==> src/rtl/core/tcgc_pkg.sv <==
package tcgc_pkg;

  // field widths
  localparam int unsigned SAMPLE_W = 16;
  localparam int unsigned TIME_W   = 32;
  localparam int unsigned KIND_W   = 3;
  localparam int unsigned INDEX_W  = 2;
  localparam int unsigned DATA_W   = 32;

  // sum of four samples before the divide by four
  localparam int unsigned SUM_W = SAMPLE_W + 2;

  // gesture codes as seen on click_kind
  typedef enum logic [KIND_W-1:0] {
    CLICK_NONE    = 3'd0,
    CLICK_PENDING = 3'd1,
    CLICK_SINGLE  = 3'd2,
    CLICK_DOUBLE  = 3'd3,
    CLICK_LONG    = 3'd4
  } click_code_t;

  // configuration register indexes
  typedef enum logic [INDEX_W-1:0] {
    REG_TOUCH_THRESHOLD = 2'd0,
    REG_GAP_WINDOW      = 2'd1,
    REG_LONG_PRESS      = 2'd2,
    REG_MIN_PRESS       = 2'd3
  } reg_index_t;

  // register values after reset
  localparam logic [SAMPLE_W-1:0] THRESHOLD_RESET  = 16'd40;
  localparam logic [TIME_W-1:0]   GAP_WINDOW_RESET = 32'd300000;
  localparam logic [TIME_W-1:0]   LONG_PRESS_RESET = 32'd1000000;
  localparam logic [TIME_W-1:0]   MIN_PRESS_RESET  = 32'd50000;

endpackage

==> src/rtl/core/touch_click_gesture_classifier.sv <==
// the output register takes the result of each accepted input transfer
// throughput: one item per cycle while in_stall is low; the gesture state updates in the accept cycle
// and the result register drains independently while out_stall is low
// reset: synchronous, active high; thresholds return to their defaults, the
// gesture state clears, no result is held and configuration is always ready
module touch_click_gesture_classifier (
  input  logic                                clk,
  input  logic                                rst,
  // input channel
  input  logic                                in_valid,
  output logic                                in_stall,
  input  logic [tcgc_pkg::SAMPLE_W-1:0]       sample_a,
  input  logic [tcgc_pkg::SAMPLE_W-1:0]       sample_b,
  input  logic [tcgc_pkg::SAMPLE_W-1:0]       sample_c,
  input  logic [tcgc_pkg::SAMPLE_W-1:0]       sample_d,
  input  logic [tcgc_pkg::TIME_W-1:0]         now_us,
  // result channel
  output logic                                out_valid,
  input  logic                                out_stall,
  output logic                                gesture_done,
  output logic [tcgc_pkg::KIND_W-1:0]         click_kind,
  output logic [tcgc_pkg::SAMPLE_W-1:0]       touch_level,
  output logic [tcgc_pkg::TIME_W-1:0]         first_press_us,
  output logic [tcgc_pkg::TIME_W-1:0]         second_press_us,
  output logic [tcgc_pkg::TIME_W-1:0]         gap_us,
  output logic                                pressed,
  // configuration write channel
  input  logic                                cfg_valid,
  output logic                                cfg_ready,
  input  logic [tcgc_pkg::INDEX_W-1:0]        cfg_index,
  input  logic [tcgc_pkg::DATA_W-1:0]         cfg_data
);

  import tcgc_pkg::*;

  // configuration registers
  logic [SAMPLE_W-1:0] touch_threshold;
  logic [TIME_W-1:0]   gap_window_us;
  logic [TIME_W-1:0]   long_press_us;
  logic [TIME_W-1:0]   min_press_us;

  // gesture state
  logic                is_pressed,      is_pressed_next;
  click_code_t         click_code,      click_code_next;
  logic [TIME_W-1:0]   press_time,      press_time_next;
  logic [TIME_W-1:0]   release_time,    release_time_next;
  logic [TIME_W-1:0]   wait_time,       wait_time_next;
  logic [SAMPLE_W-1:0] captured_level,  captured_level_next;
  logic [TIME_W-1:0]   first_duration,  first_duration_next;
  logic [TIME_W-1:0]   second_duration, second_duration_next;
  logic [TIME_W-1:0]   double_gap,      double_gap_next;

  // per-item datapath
  logic [SUM_W-1:0]    sample_sum;
  logic [SAMPLE_W-1:0] level;
  logic                touched;
  logic [TIME_W-1:0]   since_release;
  logic [TIME_W-1:0]   press_length;
  logic                confirmed;
  logic                done_next;
  logic                in_accept;

  // config writes land at once; the port never holds off a transfer
  assign cfg_ready = 1'b1;

  always_ff @(posedge clk) begin
    if (rst) begin
      touch_threshold <= THRESHOLD_RESET;
      gap_window_us   <= GAP_WINDOW_RESET;
      long_press_us   <= LONG_PRESS_RESET;
      min_press_us    <= MIN_PRESS_RESET;
    end else if (cfg_valid && cfg_ready) begin
      case (cfg_index)
        REG_TOUCH_THRESHOLD: touch_threshold <= cfg_data[SAMPLE_W-1:0];
        REG_GAP_WINDOW:      gap_window_us   <= cfg_data[TIME_W-1:0];
        REG_LONG_PRESS:      long_press_us   <= cfg_data[TIME_W-1:0];
        REG_MIN_PRESS:       min_press_us    <= cfg_data[TIME_W-1:0];
        default: ;
      endcase
    end
  end

  // a new item is taken unless a finished result is stuck at the output
  assign in_stall  = out_valid && out_stall;
  assign in_accept = in_valid && !in_stall;

  // average of the four readings; below the threshold means touched
  assign sample_sum    = SUM_W'(sample_a) + SUM_W'(sample_b)
                       + SUM_W'(sample_c) + SUM_W'(sample_d);
  assign level         = sample_sum[SUM_W-1:2];
  assign touched       = level < touch_threshold;

  // time differences wrap modulo 2^32
  assign since_release = now_us - release_time;
  assign press_length  = now_us - press_time;

  always_comb begin
    is_pressed_next      = is_pressed;
    click_code_next      = click_code;
    press_time_next      = press_time;
    release_time_next    = release_time;
    wait_time_next       = wait_time;
    captured_level_next  = captured_level;
    first_duration_next  = first_duration;
    second_duration_next = second_duration;
    double_gap_next      = double_gap;
    done_next            = 1'b0;
    confirmed            = 1'b0;

    if (!is_pressed) begin
      // pending single click: confirm once the window has run out
      if (click_code == CLICK_PENDING) begin
        wait_time_next = since_release;
        if (since_release > gap_window_us) begin
          click_code_next = CLICK_SINGLE;
          done_next       = 1'b1;
          confirmed       = 1'b1;
        end
      end
      // the touch of a confirming item is not looked at
      if (!confirmed && touched) begin
        is_pressed_next     = 1'b1;
        press_time_next     = now_us;
        captured_level_next = level;
        wait_time_next      = since_release;
        click_code_next     = (since_release >= gap_window_us) ? CLICK_SINGLE
                                                               : CLICK_DOUBLE;
      end
    end else if (!touched) begin
      // release: classify the press that just ended
      is_pressed_next   = 1'b0;
      release_time_next = now_us;
      if (click_code == CLICK_DOUBLE) begin
        second_duration_next = press_length;
        double_gap_next      = wait_time;
        done_next            = 1'b1;
      end else if (press_length >= long_press_us) begin
        first_duration_next = press_length;
        click_code_next     = CLICK_LONG;
        done_next           = 1'b1;
      end else if (press_length > min_press_us) begin
        first_duration_next = press_length;
        click_code_next     = CLICK_PENDING;
      end
      // a short press leaves the code as set at the press
    end
  end

  always_ff @(posedge clk) begin
    if (rst) begin
      is_pressed      <= 1'b0;
      click_code      <= CLICK_NONE;
      press_time      <= '0;
      release_time    <= '0;
      wait_time       <= GAP_WINDOW_RESET;
      captured_level  <= '0;
      first_duration  <= '0;
      second_duration <= '0;
      double_gap      <= '0;
    end else if (in_accept) begin
      is_pressed      <= is_pressed_next;
      click_code      <= click_code_next;
      press_time      <= press_time_next;
      release_time    <= release_time_next;
      wait_time       <= wait_time_next;
      captured_level  <= captured_level_next;
      first_duration  <= first_duration_next;
      second_duration <= second_duration_next;
      double_gap      <= double_gap_next;
    end
  end

  // result register: shows the state after the accepted item
  always_ff @(posedge clk) begin
    if (rst) begin
      out_valid <= 1'b0;
    end else if (in_accept) begin
      out_valid <= 1'b1;
    end else if (!out_stall) begin
      out_valid <= 1'b0;
    end
  end

  always_ff @(posedge clk) begin
    if (in_accept) begin
      gesture_done    <= done_next;
      click_kind      <= click_code_next;
      touch_level     <= captured_level_next;
      first_press_us  <= first_duration_next;
      second_press_us <= second_duration_next;
      gap_us          <= double_gap_next;
      pressed         <= is_pressed_next;
    end
  end

  // a reported gesture is always a finished kind
  a_done_kind: assert property (@(posedge clk) disable iff (rst)
    out_valid && gesture_done |->
      (click_kind == CLICK_SINGLE) || (click_kind == CLICK_DOUBLE)
      || (click_kind == CLICK_LONG))
    else $error("gesture reported with an unfinished click kind");

  // gestures are only reported while the pad is released
  a_done_released: assert property (@(posedge clk) disable iff (rst)
    out_valid && gesture_done |-> !pressed)
    else $error("gesture reported while pad is pressed");

  // every input transfer yields a result in the next cycle
  a_result_follows: assert property (@(posedge clk) disable iff (rst)
    in_valid && !in_stall |=> out_valid)
    else $error("accepted item produced no result");

  // the press state held in the result matches the internal state
  a_pressed_tracks: assert property (@(posedge clk) disable iff (rst)
    in_valid && !in_stall |=> pressed == is_pressed)
    else $error("result press state differs from internal state");

endmodule
==> config.mk <==
export PLATFORM = sky130hd
export DESIGN_NAME = touch_click_gesture_classifier
export DESIGN_NICKNAME = d
export VERILOG_FILES = /design/src/rtl/core/tcgc_pkg.sv /design/src/rtl/core/touch_click_gesture_classifier.sv
export SDC_FILE = /design/constraint.sdc
export NUM_CORES = 1
export LEC_CHECK = 0
export BUFFER_PORTS_ARGS = -buffer_cell sky130_fd_sc_hd__buf_2
export CAP_MARGIN = 20
export CORE_MARGIN = 10
export CORE_UTILIZATION = 30
export CTS_CLUSTER_DIAMETER = 200
export DETAILED_ROUTE_END_ITERATION = 8
export GPL_ROUTABILITY_DRIVEN = 0
export GPL_TIMING_DRIVEN = 0
export PLACE_DENSITY = 0.43
export SYNTH_ARGS = -nofsm -noshare
export SYNTH_HDL_FRONTEND = slang
export SYNTH_SLANG_ARGS = --single-unit
==> constraint.sdc <==
create_clock -name clk -period 7.4 [get_ports clk]
set_input_delay 0.37 -clock clk [delete_from_list [all_inputs] [get_ports clk]]
set_output_delay 0.37 -clock clk [all_outputs]
set_load 0.02 [all_outputs]
==> metrics, run 1 <==
worst skew pair latency=610 ps; TritonCTS clock tree=done; Synth Instances=2704; min cycle time layout=6973 ps; status=completed; final net count=3375; Setup WS post-layout=426.7 ps; f_max=0.1434 GHz; Synth top cells by count=nand2_1, dfxtp_1, a21oi_1, inv_1, ha_1; Max Cap Viol=0; Clock Sinks=442; vias in the first global route=19527; r2r setup slk=630 ps; PD cells=301.7 nW/um^2; antenna-violating nets left=0; Tot Pwr=0.008606 W; Reg clk slew, reported paths=60 ps; Critical Path End Type=register; worst rel slew slack=0.2556; cell taking the most area after synthesis=dfxtp_1; root buffer cell=clkbuf_16; FP Rows=103; GR Overflow Total=0; H-tree depth=2; syn nets=3061; core area=79000 um^2; vias per inst=4.880; largest net degree at the start of global routing=44; Peak supply drop=0.1884 mV; Top FF cell, synth=dfxtp_1; fin. max-slew vios=0; Port Buf Inserts=251; Leak=11.61 nW; Hold EP=min_press_us[16]$_SDFFE_PP0P_; critical path arrival=7330 ps; R2R Path End=first_press_us[8]$_DFFE_PP_; Hold Startpoint=cfg_data[16]; Final period util=0.9423; R2R cell count=21; height of the chip=302.5 um; final number of setup-violating endpoints=0; Residual DRC=0; first-pass GRT wire length=120.6 mm; final wirelength=82.17 mm; ranking of synthesized cells by area=dfxtp_1, edfxtp_1, ha_1; CTS Buf Count=54; final hold vios=0; Distinct cells, synth=75; Vias=20105; register bit total from synthesis=442; Setup WS pre-CTS=-298.2 ps; total track usage=0.1730; IO Pins=255; First DRT Iteration DRCs=1323; initial antenna violation count=24; P&R area growth vs syn=19.10%; RSZ-0062 raised after global routing=no; Slew @ Worst Pin=1117 ps; most frequent cell after synthesis=nand2_1; type of the worst setup path=input port to register; r2r startpoint=press_time[10]$_SDFFE_PP0P_; crit path max fanout=10; crit path launch type=input port; DRT Pass-1 Iters=5; Synth top area share=0.2717; synthesized area per cell=8.857 um^2; asr flop ratio synth=0; initial core utilization=0.3032; post-synthesis cell area=23950 um^2; clk buf depth=3; hold path depth=3; Required @ worst endpoint=7750 ps; die span in x=302.5 um; post-DP HPWL=66.15 mm; clk_skew=18.35 ps; die area=91530 um^2; Synth Warn #=0; Post-CTS Setup Inserts=0; register area share after synthesis=0.4184; number of synthesized flops with an enable pin=117; share of cells above drive strength 1=0.1527; Avg WL per Cell=19.94 um; hold crit path type=input port to register
-- where the power goes --
group / leakage (nW) / total (W) / switching, W / internal [W]
registers: 3.82 / 0.00288 / 0.000108 / 0.00277
clock network: 0.920 / 0.00283 / 0.00110 / 0.00173
logic: 6.87 / 0.00290 / 0.00180 / 0.00110
-- timing repair --
item | 4_1_cts | 5_1_grt
resized for setup | 0 | 8
endpoints found under the setup margin | 0 | 43
endpoints found under the hold margin | 2 | 0
hold buffers | 2 | 0
-- cell families after synthesis --
group           count (synthesis)  synth area share
flops                         442            0.4184
simple gates                  805            0.1406
xor+xnor                       65           0.02377
mux                           153           0.06922
other cells                     1         0.0001566
fa+ha+maj                     222            0.1266
compound gates                603            0.1548
buf+inv                       413           0.06645
-- per-stage QoR --
stage               hold WS [ps]  utilization  cells  area (um^2)  TNS (ps)
finish                     52.17       0.3610   4120        28520         0
CTS                        14.03       0.3607   4113        28490         0
detailed placement         443.9       0.3365   4009        26590     -8803
global placement           437.3       0.3357   4005        26520     -7488
floorplan                  429.4            -   2704        23950         0
global route               34.87       0.3610   4118        28520         0
-- cell usage in the layout (no fill, tap or decap), drive strengths merged, types with 8 or more instances in the layout --
cell,count
fa,34
nor2,121
nor3,19
o21bai,8
nor2b,11
edfxtp,117
or2,8
or3,10
clkinv,23
nand2,540
o211ai,31
xnor2,40
o21a,20
nand4,23
mux2,101
clkbuf,173
xor2,25
a21oi,320
bufinv,9
nand3,28
o21ai,39
o31ai,10
nand2b,10
a21o,89
mux2i,52
ha,188
a31oi,18
inv,283
dfxtp,325
and3,10
buf,280
a211oi,16
-- worst max-delay path: stages --
cell,delay (ps)
buf_2,70
inv_1,40
fa_1,500
fa_1,590
inv_1,60
ha_1,280
and4b_1,200
o21ai_0,230
a21boi_0,170
o21ai_0,290
a21oi_1,250
a221oi_1,460
mux2i_1,230
nand2_1,140
ha_1,330
nand4_1,120
or3_1,390
a21oi_1,330
o2111a_1,250
clkbuf_1,540
buf_2,390
buf_1,630
mux2_2,430
-- final cells by class --
class | instances | area, um^2
antenna | 6 | 15.01
buffer | 128 | 526.8
clock buffer | 69 | 1491
clock inverter | 33 | 395.4
fill | 8187 | 50480
inverter | 285 | 1070
multi-input combinational | 1849 | 12340
sequential | 442 | 10020
tap | 1050 | 1314
timing repair buffer | 258 | 1346
-- layer usage --
layer	vias to the layer above	GRT usage	share of wire
met1	9583	0.2224	0.44
met5	-	0	0.0022
met3	126	0.04361	0.072
met2	537	0.2837	0.46
li1	9829	-	-
met4	30	0.04974	0.027
-- registers in the layout (all words and copies together) (netlist names), 3 cells and up --
signal / cells
second_press_us: 32
gap_us: 32
click_kind: 3
second_duration: 32
min_press_us: 32
release_time: 32
gap_window_us: 32
long_press_us: 32
press_time: 32
wait_time: 32
first_press_us: 32
click_code: 3
double_gap: 32
touch_threshold: 16
first_duration: 32
captured_level: 16
touch_level: 16
-- worst max-delay path by stage --
stage / endpoint / from / slack, ps
after floorplan: second_press_us[12]$_DFFE_PP_ / sample_a[2] / 1670
after global placement: second_press_us[22]$_DFFE_PP_ / sample_a[2] / -310
after detailed placement: second_press_us[22]$_DFFE_PP_ / sample_a[2] / -300
after CTS: first_duration[29]$_SDFFE_PP0P_ / now_us[0] / 90
after global routing: second_duration[22]$_SDFFE_PP0P_ / sample_a[2] / 8
final: second_press_us[23]$_DFFE_PP_ / sample_a[2] / 430
Note: power is estimated with default switching activity, not from simulation.
==> run 2, diff against run 1 <==
--- a/config.mk
+++ b/config.mk
@@ -8,12 +8,12 @@
 export BUFFER_PORTS_ARGS = -buffer_cell sky130_fd_sc_hd__buf_2
 export CAP_MARGIN = 20
 export CORE_MARGIN = 10
-export CORE_UTILIZATION = 30
+export CORE_UTILIZATION = 55
 export CTS_CLUSTER_DIAMETER = 200
 export DETAILED_ROUTE_END_ITERATION = 8
-export GPL_ROUTABILITY_DRIVEN = 0
+export GPL_ROUTABILITY_DRIVEN = 1
 export GPL_TIMING_DRIVEN = 0
-export PLACE_DENSITY = 0.43
+export PLACE_DENSITY = 0.72
 export SYNTH_ARGS = -nofsm -noshare
 export SYNTH_HDL_FRONTEND = slang
 export SYNTH_SLANG_ARGS = --single-unit
==> run 2 against run 1 <==
Utilization rose by 28 points. Worst hold slack worse by 34 ps. Critical path type unchanged. Largest power group unchanged. Combinational power is essentially flat. Register-to-register slack got worse by 110 ps. Flip-flop and latch count unchanged.
==> metrics, run 2 (synthesized netlist as in run 1, its figures left out) <==
worst rel slew slack=0.2329 (was 0.2556); type of the worst setup path=input port to register (unchanged); Final period util=0.9507 (was 0.9423); Clock Sinks=442 (unchanged); crit path launch type=input port (unchanged); Avg WL per Cell=20.13 um (was 19.94 um); critical path arrival=7350 ps (was 7330 ps); Peak supply drop=0.1924 mV (was 0.1884 mV); Leak=11.41 nW (was 11.61 nW); vias per inst=5.596 (was 4.880); Port Buf Inserts=251 (unchanged); status=completed (unchanged); Residual DRC=0 (unchanged); most common cell after layout, fill and taps aside=nand2_1 (unchanged); min cycle time layout=7035 ps (was 6973 ps); Required @ worst endpoint=7710 ps (was 7750 ps); r2r setup slk=520 ps (was 630 ps); final net count=3365 (was 3375); initial core utilization=0.5560 (was 0.3032); root buffer cell=clkbuf_16 (unchanged); core area=43080 um^2 (was 79000 um^2); # diodes=0 (was 6); RSZ-0062 raised after global routing=no (unchanged); DRT Pass-1 Iters=5 (unchanged); Reg clk slew, reported paths=60 ps (about the same); hold_buf cts=0 (was 2); post-DP HPWL=57.39 mm (was 66.15 mm); # resized after CTS=0 (unchanged); hold crit path type=input port to register (unchanged); Fillers=3730 (was 8187); gpl congestion=0.9711; FP Rows=76 (was 103); die area=52290 um^2 (was 91530 um^2); P&R area growth vs syn=14.95% (was 19.10%); Max Cap Viol=0 (unchanged); Post-CTS Setup Inserts=0 (unchanged); First DRT Iteration DRCs=1590 (was 1323); H-tree depth=2 (unchanged); die span in x=228.7 um (was 302.5 um); setup_tns=0 ps (unchanged); final hold vios=0 (unchanged); final number of setup-violating endpoints=0 (unchanged); height of the chip=228.7 um (was 302.5 um); clk buf depth=3 (unchanged); share of cells above drive strength 1=0.1471 (was 0.1527); final wirelength=73.09 mm (was 82.17 mm); Slew @ Worst Pin=1151 ps (was 1117 ps); initial antenna violation count=3 (was 24); vias in the first global route=19839 (was 19527); total track usage=0.2714 (was 0.1730); Tot Pwr=0.008143 W (was 0.008606 W); Vias=20320 (was 20105); f_max=0.1421 GHz (was 0.1434 GHz); clk_skew=14.31 ps (was 18.35 ps); antenna-violating nets left=0 (unchanged); GR Overflow Total=0 (unchanged); most frequent cells in the layout=nand2_1, dfxtp_1, a21oi_1 (unchanged); PD cells=295.8 nW/um^2 (was 301.7 nW/um^2); fin. max-slew vios=0 (unchanged); largest net degree at the start of global routing=48 (was 44); TritonCTS clock tree=done (unchanged); IO Pins=255 (unchanged); worst skew pair latency=590 ps (was 610 ps); crit path max fanout=10 (unchanged); Critical Path End Type=register (unchanged); first-pass GRT wire length=112.0 mm (was 120.6 mm); CTS Buf Count=47 (was 54)
-- run 2: cell count changes in the layout (fill, tap and decap cells not counted), sizes merged --
cell	before	now
clkbuf	173	167
clkinv	23	19
buf	280	278
bufinv	9	5
diode	6	0
dlygate4sd3	2	0
-- run 2: stage by stage --
stage	instance area (um^2)	hold WS, ps	cells	setup WS [ps]	utilization
2_1_floorplan	23950	429.4	2704	1672	-
3_3_place_gp	25940	437.7	3540	-18.69	0.6021
3_5_place_dp	25990	445.8	3543	-170.1	0.6034
4_1_cts	27520	0.07638	3630	373.6	0.6389
5_1_grt	27530	18.80	3631	15.60	0.6391
6_report	27530	18.30	3631	365.1	0.6391
-- run 2: path summary, 6_finish.rpt --
path	from	end	cells past startpoint
worst min register to register	first_duration[1]$_SDFFE_PP0P_	first_duration[1]$_SDFFE_PP0P_	2
worst min-delay path	in_valid	out_valid$_SDFFE_PP0P_	2
worst max register to register	press_time[10]$_SDFFE_PP0P_	click_kind[1]$_DFFE_PP_	22
worst max-delay path	sample_a[2]	click_kind[1]$_DFFE_PP_	24
-- run 2: metal layers --
layer / vias up / share of wire / global-route usage
li1: 9775 / - / -
met1: 9694 / 0.43 / 0.3530
met2: 706 / 0.47 / 0.4512
met3: 141 / 0.068 / 0.04517
met4: 4 / 0.032 / 0.08873
met5: - / 0.00031 / 0
-- run 2: power by group --
group / switching (W) / internal (W) / leakage (nW)
registers: 0.000107 / 0.00277 / 3.82
clock network: 0.000989 / 0.00139 / 0.741
logic: 0.00179 / 0.00110 / 6.85
total: 0.00289 / 0.00525 / 11.4
-- run 2: critical path, cell delays in order --
cell and delay (ps):
buf_2 80, inv_1 50, fa_1 510, fa_1 600, inv_1 60, ha_1 280, and4b_1 190, o21ai_0 240
a21boi_0 160, o21ai_0 280, a21oi_1 270, a221oi_1 520, mux2i_1 260, nand2_1 130, ha_1 320, nand4_1 150
or3_1 390, a21oi_1 370, o211ai_1 200, a31oi_1 500, clkbuf_1 590, clkbuf_1 530, nand2b_1 190, nand2_1 100
-- run 2: final cells by class --
class	count	area (um^2)	share of cell area
Sequential cell	442	10020	0.3639
Timing Repair Buffer	255	1316	0.04781
Multi-Input combinational cell	1849	12340	0.4483
Clock inverter	25	252.7	0.009181
Inverter	285	1070	0.03886
Clock buffer	62	1275	0.04631
Tap cell	585	732.0	0.02659
Buffer	128	524.3	0.01904
==> run 3, diff against run 2 <==
--- a/config.mk
+++ b/config.mk
@@ -5,7 +5,7 @@
 export SDC_FILE = /design/constraint.sdc
 export NUM_CORES = 1
 export LEC_CHECK = 0
-export BUFFER_PORTS_ARGS = -buffer_cell sky130_fd_sc_hd__buf_2
+export BUFFER_PORTS_ARGS = -buffer_cell sky130_fd_sc_hd__buf_4
 export CAP_MARGIN = 20
 export CORE_MARGIN = 10
 export CORE_UTILIZATION = 55
==> run 3 against run 2 <==
Clock power increased by 5%. Clock skew increased by 3.5 ps. Via count increased by 0.50%. Non-clock buffer count unchanged. Cell count increased by 0.14%. Sequential share of layout area decreased by 0.93 points. Clock-buffer cell count increased by 3. Critical path depth decreased by 1. Combinational power increased by 2%. Sequential power about the same.
==> metrics, run 3 (synthesized netlist as in run 1, its figures left out) <==
f_max=0.1425 GHz (was 0.1421 GHz); Fillers=3639 (was 3730); final net count=3367 (was 3365); fin. max-slew vios=0 (unchanged); crit path launch type=input port (unchanged); hold path depth=3 (was 2); vias per inst=5.616 (was 5.596); clk buf depth=3 (unchanged); P&R area growth vs syn=17.97% (was 14.95%); worst rel slew slack=0.1653 (was 0.2329); height of the chip=228.7 um (unchanged); Port Buf Inserts=251 (unchanged); FP Rows=76 (unchanged); first-pass GRT wire length=115.7 mm (was 112.0 mm); Peak supply drop=0.2024 mV (was 0.1924 mV); Leak=11.64 nW (was 11.41 nW); antenna-violating nets left=0 (unchanged); crit-path leading delay family=compound AO/OA/AOI/OAI gates (unchanged); Crit-path slowest cell=buf_1 (was fa_1); RSZ-0062 raised after global routing=no (unchanged); final wirelength=74.76 mm (was 73.09 mm); min cycle time layout=7016 ps (was 7035 ps); Max Cap Viol=0 (unchanged); R2R cell count=22 (unchanged); H-tree depth=2 (unchanged); PD cells=295.2 nW/um^2 (was 295.8 nW/um^2); Avg WL per Cell=20.56 um (was 20.13 um); crit path max fanout=10 (unchanged); type of the worst setup path=input port to register (unchanged); vias in the first global route=20186 (was 19839); Reg clk slew, reported paths=60 ps (about the same); final number of setup-violating endpoints=0 (unchanged); die area=52290 um^2 (unchanged); clk_skew=17.79 ps (was 14.31 ps); worst skew pair latency=590 ps (about the same); largest net degree at the start of global routing=47 (was 48); final hold vios=0 (unchanged); setup_tns=0 ps (unchanged); Tot Pwr=0.008341 W (was 0.008143 W); Critical Path End Type=register (unchanged); worst-path cell chain=buf_4, inv_1, fa_1, fa_1, inv_1, ha_1, and4b_1, o21ai_0, a21boi_0, o21ai_0, a21oi_1, a221oi_1, mux2i_1, nand2_1, ha_1, nand4_1, or3_1, a21oi_1, o2111a_1, clkbuf_1, buf_1, buf_2, mux2_2 (was buf_2, inv_1, fa_1, fa_1, inv_1, ha_1, and4b_1, o21ai_0, a21boi_0, o21ai_0, a21oi_1, a221oi_1, mux2i_1, nand2_1, ha_1, nand4_1, or3_1, a21oi_1, o211ai_1, a31oi_1, clkbuf_1, clkbuf_1, nand2b_1, nand2_1); Buf+Inv Stages, Crit Path=6 (was 5); CTS Buf Count=49 (was 47); First DRT Iteration DRCs=1599 (was 1590); Vias=20421 (was 20320); critical path arrival=7360 ps (was 7350 ps); Residual DRC=0 (unchanged); Max stage delay on crit path=730 ps (was 600 ps); DRT Pass-1 Iters=5 (unchanged); Final period util=0.9482 (was 0.9507); TritonCTS clock tree=done (unchanged); critical path depth=23 (was 24); hold crit path type=input port to register (unchanged); most frequent cells in the layout=nand2_1, dfxtp_1, a21oi_1 (unchanged); Clock Sinks=442 (unchanged); initial core utilization=0.5560 (unchanged); IO Pins=255 (unchanged); total track usage=0.2805 (was 0.2714); most common cell after layout, fill and taps aside=nand2_1 (unchanged); Post-CTS Setup Inserts=0 (unchanged); Required @ worst endpoint=7740 ps (was 7710 ps); core area=43080 um^2 (unchanged); post-DP HPWL=58.60 mm (was 57.39 mm); gpl congestion=0.9616 (was 0.9711); GR Overflow Total=0 (unchanged); status=completed (unchanged); die span in x=228.7 um (unchanged); Slew @ Worst Pin=1252 ps (was 1151 ps); root buffer cell=clkbuf_16 (unchanged); share of cells above drive strength 1=0.1469 (was 0.1471); initial antenna violation count=4 (was 3)
## run 3: changes by cell type in the layout (fill, tap and decap cells not counted), sizes merged
| cell | previous run | this run |
|---|---|---|
| clkinvlp | 3 | 2 |
| clkbuf | 167 | 168 |
| diode | 0 | 1 |
| inv | 283 | 284 |
| bufinv | 5 | 6 |
| dlygate4sd3 | 0 | 1 |
| buf | 278 | 279 |
## run 3: stage by stage
stage | setup slack [ps] | instances | hold slack (ps) | utilization | instance area [um^2]
6_report | 383.5 | 3636 | 49.20 | 0.6559 | 28250
5_1_grt | 77.40 | 3635 | 46.24 | 0.6558 | 28250
4_1_cts | 473.2 | 3635 | 20.67 | 0.6558 | 28250
3_5_place_dp | -132.1 | 3543 | 445.9 | 0.6178 | 26610
3_3_place_gp | -51.42 | 3540 | 437.4 | 0.6167 | 26570
2_1_floorplan | 1672 | 2704 | 429.4 | - | 23950
## run 3: metal layers
layer,GRT usage,wire length [um],up-vias
li1,-,-,9805
met5,0,26,-
met3,0.04356,4767,121
met2,0.4654,34850,674
met4,0.08790,2180,4
met1,0.3692,32940,9817
## run 3: cell type report
class	count	area, um^2	share of cell area
multi-input combinational	1849	12340	0.4368
timing repair buffer	255	1942	0.06873
tap	585	732.0	0.02591
antenna	1	2.502	0.00008857
inverter	285	1070	0.03786
clock inverter	26	285.3	0.01010
sequential	442	10020	0.3546
clock buffer	65	1339	0.04738
buffer	128	523.0	0.01851
## run 3: worst paths after layout
check                                start                             end  slack, ps
max reg2reg    press_time[10]$_SDFFE_PP0P_         click_kind[1]$_DFFE_PP_        630
min reg2reg  release_time[27]$_SDFFE_PP0P_   release_time[27]$_SDFFE_PP0P_        450
min                           cfg_data[16]  long_press_us[16]$_SDFFE_PP1P_         50
max                            sample_a[2]   second_press_us[12]$_DFFE_PP_        380
## run 3: where the power goes
part / switching [W] / leakage (nW) / internal (W)
sequential: 0.000114 / 3.82 / 0.00277
clock: 0.00102 / 0.786 / 0.00148
combinational: 0.00179 / 7.03 / 0.00116
total: 0.00293 / 11.6 / 0.00542
## run 3: worst register-to-register path: stages (launching register included)
cell and delay (ps):
dfxtp_1 340, inv_1 50, ha_1 380, nand3_1 170
nor3_1 230, a21boi_1 360, nor2_1 160, o211a_1 320
o31ai_1 520, a211oi_1 120, o21bai_1 230, xnor2_1 370
inv_1 140, ha_1 320, and4_1 220, nand2_1 80
nor2_1 260, o211ai_1 250, a31oi_1 580, clkbuf_1 590
clkbuf_1 540, nand2b_1 200, nand2_1 80
## run 3: repair_timing
action,CTS,global route
setup endpoints to repair,0,4
gates resized for setup,0,1
endpoints found under the hold margin,1,0
hold buffers,1,0
